<file path="src/mbtfc_pkg.sv">
package mbtfc_pkg;

  localparam logic [15:0] MAX_LEN_RESET = 16'd300;
  localparam logic [7:0]  FC_BASE_MASK  = 8'h7F;
  localparam logic [7:0]  FC_EXC_FLAG   = 8'h80;
  localparam logic [15:0] CNT_MAX       = 16'hFFFF;

  // header byte layout: transaction id, protocol id, length
  localparam int unsigned HDR_BYTES  = 6;
  localparam int unsigned LEAD_BYTES = 5;
  localparam logic [15:0] POS_UNIT   = 16'd6;
  localparam logic [15:0] POS_FUNC   = 16'd7;
  localparam logic [15:0] POS_PDU    = 16'd8;
  localparam logic [15:0] MIN_FRAME  = 16'd8;

  // function codes
  localparam logic [6:0] FC_RD_COILS      = 7'h01;
  localparam logic [6:0] FC_READ_INPUTS   = 7'h04;
  localparam logic [6:0] FC_WRITE_COIL    = 7'h05;
  localparam logic [6:0] FC_WRITE_REG     = 7'h06;
  localparam logic [6:0] FC_WRITE_COILS   = 7'h0F;
  localparam logic [6:0] FC_WRITE_REGS    = 7'h10;
  localparam logic [6:0] FC_NONE          = 7'h00;

  typedef enum logic [3:0] {
    FK_REJECT,
    FK_EXC,
    FK_EXC_NO_CODE,
    FK_RD_REQ,
    FK_RD_RSP,
    FK_RD_BAD,
    FK_WR1_OK,
    FK_WR1_BAD,
    FK_WRN_RSP,
    FK_WRN_REQ,
    FK_WRN_BAD,
    FK_OTHER
  } frame_kind_t;

  typedef struct packed {
    logic [7:0] data_byte;
    logic       last_byte;
  } in_item_t;

  typedef struct packed {
    frame_kind_t frame_kind;
    logic [15:0] trans_id;
    logic [7:0]  unit_id;
    logic [6:0]  func_code;
    logic [7:0]  exc_code;
    logic [15:0] start_address;
    logic [15:0] count_or_value;
    logic [7:0]  data_byte_count;
    logic [15:0] header_length;
    logic        length_mismatch;
    logic        byte_count_mismatch;
  } out_item_t;

  // captured frame handed from capture to classifier
  typedef struct packed {
    logic [15:0] total;
    logic [47:0] hdr;
    logic [7:0]  unit;
    logic [7:0]  func;
    logic [39:0] lead;
  } frame_snap_t;

endpackage

</file>
<file path="src/mbtfc_capture.sv">
module mbtfc_capture import mbtfc_pkg::*; (
  input  logic        clk,
  input  logic        rst_n,
  input  logic        in_valid,
  output logic        in_ready,
  input  in_item_t    in_item,
  input  logic        snap_adv,
  output logic        snap_v,
  output frame_snap_t snap
);

  logic [15:0] bytes_seen_r, bytes_seen_nxt;
  logic [47:0] hdr_r, hdr_nxt;
  logic [7:0]  unit_r, unit_nxt;
  logic [7:0]  func_r, func_nxt;
  logic [39:0] lead_r, lead_nxt;
  logic        snap_v_r, snap_v_nxt;
  frame_snap_t snap_r;
  logic        accept;
  logic        accept_last;

  assign in_ready    = !snap_v_r || snap_adv;
  assign accept      = in_valid && in_ready;
  assign accept_last = accept && in_item.last_byte;

  always_comb begin
    hdr_nxt  = hdr_r;
    unit_nxt = unit_r;
    func_nxt = func_r;
    lead_nxt = lead_r;
    for (int i = 0; i < HDR_BYTES; i++) begin
      if (bytes_seen_r == 16'(i)) hdr_nxt[(HDR_BYTES-1-i)*8 +: 8] = in_item.data_byte;
    end
    if (bytes_seen_r == POS_UNIT) unit_nxt = in_item.data_byte;
    if (bytes_seen_r == POS_FUNC) func_nxt = in_item.data_byte;
    for (int i = 0; i < LEAD_BYTES; i++) begin
      if (bytes_seen_r == POS_PDU + 16'(i)) begin
        lead_nxt[(LEAD_BYTES-1-i)*8 +: 8] = in_item.data_byte;
      end
    end
    bytes_seen_nxt = (bytes_seen_r == CNT_MAX) ? bytes_seen_r : bytes_seen_r + 16'd1;
  end

  always_comb begin
    if (accept_last) begin
      snap_v_nxt = 1'b1;
    end else if (snap_adv) begin
      snap_v_nxt = 1'b0;
    end else begin
      snap_v_nxt = snap_v_r;
    end
  end

  always_ff @(posedge clk) begin
    if (!rst_n) begin
      bytes_seen_r <= '0;
      hdr_r        <= '0;
      unit_r       <= '0;
      func_r       <= '0;
      lead_r       <= '0;
      snap_v_r     <= 1'b0;
    end else begin
      snap_v_r <= snap_v_nxt;
      if (accept_last) begin
        bytes_seen_r <= '0;
        hdr_r        <= '0;
        unit_r       <= '0;
        func_r       <= '0;
        lead_r       <= '0;
      end else if (accept) begin
        bytes_seen_r <= bytes_seen_nxt;
        hdr_r        <= hdr_nxt;
        unit_r       <= unit_nxt;
        func_r       <= func_nxt;
        lead_r       <= lead_nxt;
      end
    end
  end

  always_ff @(posedge clk) begin
    if (accept_last) begin
      snap_r.total <= bytes_seen_nxt;
      snap_r.hdr   <= hdr_nxt;
      snap_r.unit  <= unit_nxt;
      snap_r.func  <= func_nxt;
      snap_r.lead  <= lead_nxt;
    end
  end

  assign snap_v = snap_v_r;
  assign snap   = snap_r;

  a_last_clears: assert property (@(posedge clk) disable iff (!rst_n)
    accept_last |=> (snap_v_r && bytes_seen_r == 16'd0))
    else $error("frame end did not load snapshot and clear counter");

  a_count_step: assert property (@(posedge clk) disable iff (!rst_n)
    (accept && !in_item.last_byte && bytes_seen_r != CNT_MAX)
      |=> bytes_seen_r == $past(bytes_seen_r) + 16'd1)
    else $error("byte counter did not advance");

endmodule

</file>
<file path="src/mbtfc_classify.sv">
module mbtfc_classify import mbtfc_pkg::*; (
  input  logic        clk,
  input  logic        rst_n,
  input  logic        snap_v,
  input  frame_snap_t snap,
  input  logic [15:0] max_len,
  output logic        snap_adv,
  output logic        out_valid,
  input  logic        out_ready,
  output out_item_t   out_item
);

  logic        out_valid_r;
  out_item_t   out_item_r;
  out_item_t   res;
  logic [15:0] pid, hlen, size, addr, qty;
  logic [6:0]  base;
  logic [7:0]  pdu0, pdu4;

  assign snap_adv = !out_valid_r || out_ready;

  assign pid  = snap.hdr[31:16];
  assign hlen = snap.hdr[15:0];
  assign base = snap.func[6:0] & FC_BASE_MASK[6:0];
  assign size = snap.total - MIN_FRAME;
  assign addr = snap.lead[39:24];
  assign qty  = snap.lead[23:8];
  assign pdu0 = snap.lead[39:32];
  assign pdu4 = snap.lead[7:0];

  always_comb begin
    res = '0;
    if (!(snap.total < MIN_FRAME || pid != 16'd0 || hlen > max_len || base == FC_NONE)) begin
      res.trans_id       = snap.hdr[47:32];
      res.unit_id        = snap.unit;
      res.func_code      = base;
      res.header_length  = hlen;
      // total is at least 8 here, so total - 6 cannot wrap
      res.length_mismatch = (hlen != snap.total - 16'd6);
      if ((snap.func & FC_EXC_FLAG) != 8'd0) begin
        if (size != 16'd0) begin
          res.frame_kind = FK_EXC;
          res.exc_code   = pdu0;
        end else begin
          res.frame_kind = FK_EXC_NO_CODE;
        end
      end else begin
        unique case (base) inside
          [FC_RD_COILS:FC_READ_INPUTS]: begin
            if (size == 16'd4) begin
              res.frame_kind     = FK_RD_REQ;
              res.start_address  = addr;
              res.count_or_value = qty;
            end else if (size != 16'd0 && {8'd0, pdu0} + 16'd1 == size) begin
              res.frame_kind      = FK_RD_RSP;
              res.data_byte_count = pdu0;
            end else begin
              res.frame_kind = FK_RD_BAD;
            end
          end
          FC_WRITE_COIL, FC_WRITE_REG: begin
            if (size == 16'd4) begin
              res.frame_kind     = FK_WR1_OK;
              res.start_address  = addr;
              res.count_or_value = qty;
            end else begin
              res.frame_kind = FK_WR1_BAD;
            end
          end
          FC_WRITE_COILS, FC_WRITE_REGS: begin
            if (size == 16'd4) begin
              res.frame_kind     = FK_WRN_RSP;
              res.start_address  = addr;
              res.count_or_value = qty;
            end else if (size >= 16'd5) begin
              res.frame_kind          = FK_WRN_REQ;
              res.start_address       = addr;
              res.count_or_value      = qty;
              res.data_byte_count     = pdu4;
              res.byte_count_mismatch = (size != {8'd0, pdu4} + 16'd5);
            end else begin
              res.frame_kind = FK_WRN_BAD;
            end
          end
          default: res.frame_kind = FK_OTHER;
        endcase
      end
    end
  end

  always_ff @(posedge clk) begin
    if (!rst_n) begin
      out_valid_r <= 1'b0;
    end else if (snap_adv) begin
      out_valid_r <= snap_v;
    end
  end

  always_ff @(posedge clk) begin
    if (snap_adv && snap_v) out_item_r <= res;
  end

  assign out_valid = out_valid_r;
  assign out_item  = out_item_r;

  a_reject_zero: assert property (@(posedge clk) disable iff (!rst_n)
    (out_valid_r && out_item_r.frame_kind == FK_REJECT)
      |-> (out_item_r.trans_id == 16'd0 && out_item_r.header_length == 16'd0
           && out_item_r.unit_id == 8'd0 && !out_item_r.length_mismatch))
    else $error("rejected frame carries nonzero fields");

  a_snap_moves: assert property (@(posedge clk) disable iff (!rst_n)
    (snap_adv && snap_v) |=> out_valid_r)
    else $error("snapshot taken but no result presented");

endmodule

</file>
<file path="src/modbus_tcp_frame_classifier.sv">
// channel  ports                           handshake          payload
// in       in_valid in_ready in_item       valid/ready        in_item_t (byte, last mark)
// out      out_valid out_ready out_item    valid/ready        out_item_t (classification)
// cfg      cfg_we cfg_wdata                write enable only  max_header_length, 16 bit
//
// One byte is taken per cycle while in_ready is high; after the last byte the result goes
// through the frame snapshot register, then classify logic into the result register.
// Synchronous active-low reset clears the frame state and sets the length limit to 300.
// A held result stalls input only once a second finished frame is waiting in the
// snapshot register; bytes of a frame still flow while a result waits.
module modbus_tcp_frame_classifier import mbtfc_pkg::*; (
  input  logic        clk,
  input  logic        rst_n,
  input  logic        in_valid,
  output logic        in_ready,
  input  in_item_t    in_item,
  output logic        out_valid,
  input  logic        out_ready,
  output out_item_t   out_item,
  input  logic        cfg_we,
  input  logic [15:0] cfg_wdata
);

  logic [15:0] max_len_r;
  logic        snap_v;
  logic        snap_adv;
  frame_snap_t snap;

  always_ff @(posedge clk) begin
    if (!rst_n) begin
      max_len_r <= MAX_LEN_RESET;
    end else if (cfg_we) begin
      max_len_r <= cfg_wdata;
    end
  end

  mbtfc_capture u_capture (
    .clk      (clk),
    .rst_n    (rst_n),
    .in_valid (in_valid),
    .in_ready (in_ready),
    .in_item  (in_item),
    .snap_adv (snap_adv),
    .snap_v   (snap_v),
    .snap     (snap)
  );

  mbtfc_classify u_classify (
    .clk       (clk),
    .rst_n     (rst_n),
    .snap_v    (snap_v),
    .snap      (snap),
    .max_len   (max_len_r),
    .snap_adv  (snap_adv),
    .out_valid (out_valid),
    .out_ready (out_ready),
    .out_item  (out_item)
  );

endmodule

</file>
<file path="config.mk">
export PLATFORM = sky130hd
export DESIGN_NAME = modbus_tcp_frame_classifier
export DESIGN_NICKNAME = d
export VERILOG_FILES = /design/src/mbtfc_pkg.sv /design/src/mbtfc_capture.sv /design/src/mbtfc_classify.sv /design/src/modbus_tcp_frame_classifier.sv
export SDC_FILE = /design/constraint.sdc
export NUM_CORES = 1
export LEC_CHECK = 0
export BUFFER_PORTS_ARGS = -buffer_cell sky130_fd_sc_hd__clkbuf_2
export CAP_MARGIN = 20
export CORE_ASPECT_RATIO = 2
export CORE_UTILIZATION = 40
export CTS_BUF_LIST = sky130_fd_sc_hd__clkbuf_2 sky130_fd_sc_hd__clkbuf_4 sky130_fd_sc_hd__clkbuf_8
export CTS_CLUSTER_SIZE = 14
export DETAILED_ROUTE_END_ITERATION = 7
export GPL_ROUTABILITY_DRIVEN = 0
export PLACE_DENSITY = 0.59
export SLEW_MARGIN = 30
export SYNTH_ARGS = -nofsm -noshare
export SYNTH_HDL_FRONTEND = slang
export SYNTH_HIERARCHICAL = 1
export SYNTH_SLANG_ARGS = --single-unit
</file>
<file path="constraint.sdc">
create_clock -name clk -period 8.3 [get_ports clk]
set_input_delay 1.66 -clock clk [delete_from_list [all_inputs] [get_ports clk]]
set_output_delay 1.66 -clock clk [all_outputs]
set_load 0.02 [all_outputs]
</file>
==> flow_summary.ini <==
[job]
maxCapViolations = 0

[detailed_routing]
via_per_inst = 5.35
drt_iter0_markers = 546
first_pass_iters = 5
routed_wl_mm = 41.9
antenna_left = 0
remaining_drc_errors = 0
wire_per_inst_um = 20.0
vias = 11217

[yosys]
yosys_warnings = 6
yosysTopAreaCell = edfxtp_1
yosysMostFrequentCell = edfxtp_1
async_flop_share_pct = 0
synth_area_mm2 = 0.0169
synth_seq_area_share_pct = 55.6
ys_top_cells_by_area = edfxtp_1 (39%), dfxtp_1 (16%), mux2_2 (6.3%)
ys_seq_elements = 359
ys.flop_type = edfxtp_1
synth_fp_nets = 1475
synth_enable_flop_cells = 221
synth.distinct_cells = 82
syn_inst = 1419
netlist.area_leader.share_pct = 39.2
synth_area_per_cell_um2 = 11.9
synth_common_cells = edfxtp_1 (221), dfxtp_1 (138), nand2_1 (136)

[power]
p_sw_share_pct = 24.0
irDropWorstVdd_mv = 0.0960
switchingPower_uw = 887
p_seq_share_pct = 53.1
power_uw = 3690
p_leak_uw = 0.00727
p_int_uw = 2810
power_frac_comb_pct = 6.0
power_density_mw_per_mm2 = 194
clkPwrFrac_pct = 40.9

[sta]
hold_ws_ns = 0.458
slew_headroom_pct = 37.2
skew_ns = 0.0379
fmax_mhz = 246
period_share_pct = 49.0
final_max_slew_viol_count = 0
rsz0062_at_grt = false
tightest_slew_ns = 0.940
setup_viol = 0
hold_viol_final = 0
min_period_ns = 4.06
setup_ws_ns = 4.24
tns_ns = 0

[clocking]
ctsResizeCount = 0
cts.sinks = 359
clkSlewWorstSetupHoldPaths_ns = 0.06
cts_root_buffer = clkbuf_8
post_cts_buffers = 0
htree_levels = 2
clk_latency_ns = 0.62
cts_buffer_depth = 3
holdBufCountCts = 0
cts_tree = done
cts-buffers-inserted = 52

[setup_path]
worst_setup_path_start_kind = input port
critical_path.max_fanout = 8
ff2ff_path_depth = 10
critPathArrivalTime_ns = 2.40
crit_type = input port to output pin
cp.required_ns = 6.64
setup.worst_path.end_class = output pin

[global_route]
grt.total_usage_pct = 19.3
grt_pass1_vias = 11410
grt_overflow = 0
grt_pass1_wl_mm = 64.1
grt_max_degree = 75
antenna_found_initial = 1

[floorplan]
core_area_mm2 = 0.0418
ios = 133
die-area_mm2 = 0.0432
rows = 106
die_w_um = 147
die_y_um = 293
start_util_pct = 40.5

[cells_and_area]
utilization_pct = 45.5
nets = 1569
drive_gt1_share_pct = 24.6
syn_to_final_growth_pct = 12.3

[min_path]
hp-class = flop to flop
min_path_cells = 2

[run_status]
status = complete, no violations

[place]
port_buffers = 132
place_ws_ns = 4.12
detailed_place_hpwl_mm = 28.6
[layout by cell type (no fill, tap or decap), drive strengths merged, types with 7 or more instances in the layout]
cell type	Yosys	layout
edfxtp	221	221
clkbuf	54	204
dfxtp	138	138
nand2	136	136
mux2	97	97
and2	96	96
mux2i	86	86
a21oi	73	73
nand4	52	52
o31ai	41	41
nor2	41	41
nand3	39	39
inv	30	33
xnor2	31	31
ha	26	26
o21ai	25	25
xor2	24	24
nor4	18	18
nor2b	17	17
nor3	17	17
clkinv	0	16
buf	49	11
or4	11	11
a22o	8	8
and4	8	8
nor4b	7	7
[power groups by stage]
stage	combinational [uW]	sequential (uW)	clock (uW)
2_1_floorplan	143	2010	0
3_3_place_gp	219	2000	0
3_5_place_dp	222	2000	0
4_1_cts	223	1960	1550
5_1_grt	239	1970	1620
6_report	221	1960	1510
[registers in the layout, indices dropped and copies added, names as in the netlist]
register / count
max_len_r: 16
u_capture/lead_r: 40
u_capture/func_r: 8
u_classify/out_item: 101
u_classify/out_valid: 1
u_capture/hdr_r: 48
u_capture/snap: 120
u_capture/snap_v: 1
u_capture/unit_r: 8
u_capture/bytes_seen_r: 16
[path summary, 6_finish.rpt]
path                       startpoint                      end  slack (ns)
setup / recovery            out_ready                 in_ready        4.24
hold / removal     u_capture/hdr_r[1]       u_capture/hdr_r[1]        0.46
setup reg to reg  u_capture/snap[107]  u_classify/out_item[29]        4.43
hold reg to reg    u_capture/hdr_r[1]       u_capture/hdr_r[1]        0.46
[logic make-up after synthesis]
logic type | Yosys count | share of synthesized area (%)
xor+xnor | 57 | 3.13
compound gates | 192 | 7.47
mux | 183 | 11.6
simple gates | 469 | 16.6
buf+inv | 133 | 3.77
fa+ha+maj | 26 | 1.92
flops | 359 | 55.6
[metal layers]
metal  track usage [%]  share of wire (%)
met1              20.7                 38
met2              36.4                 54
met3              2.21                3.5
met4              9.93                4.7
met5                 0                  0
[worst max-delay path: stages]
cell      delay, ns
clkbuf_2       0.08
nand2b_1       0.15
nand2b_1       0.29
clkbuf_2       0.22
[stage by stage]
stage | area, um2 | cells
after global routing | 19000 | 2098
after CTS | 19000 | 2097
after detailed placement | 17900 | 1999
final | 19000 | 2098
after global placement | 17800 | 1998
after floorplan | 16900 | 1419
[layout make-up]
cell class | instances | area (um2)
clock buffers | 72 | 897
multi-input cells | 927 | 6920
repair buffers | 143 | 743
diodes | 1 | 2.50
fillers | 3880 | 22800
well taps | 540 | 676
clock inverters | 26 | 243
flip-flops and latches | 359 | 9400
inverters | 30 | 115
No activity file was read; power rests on OpenSTA's default activity.
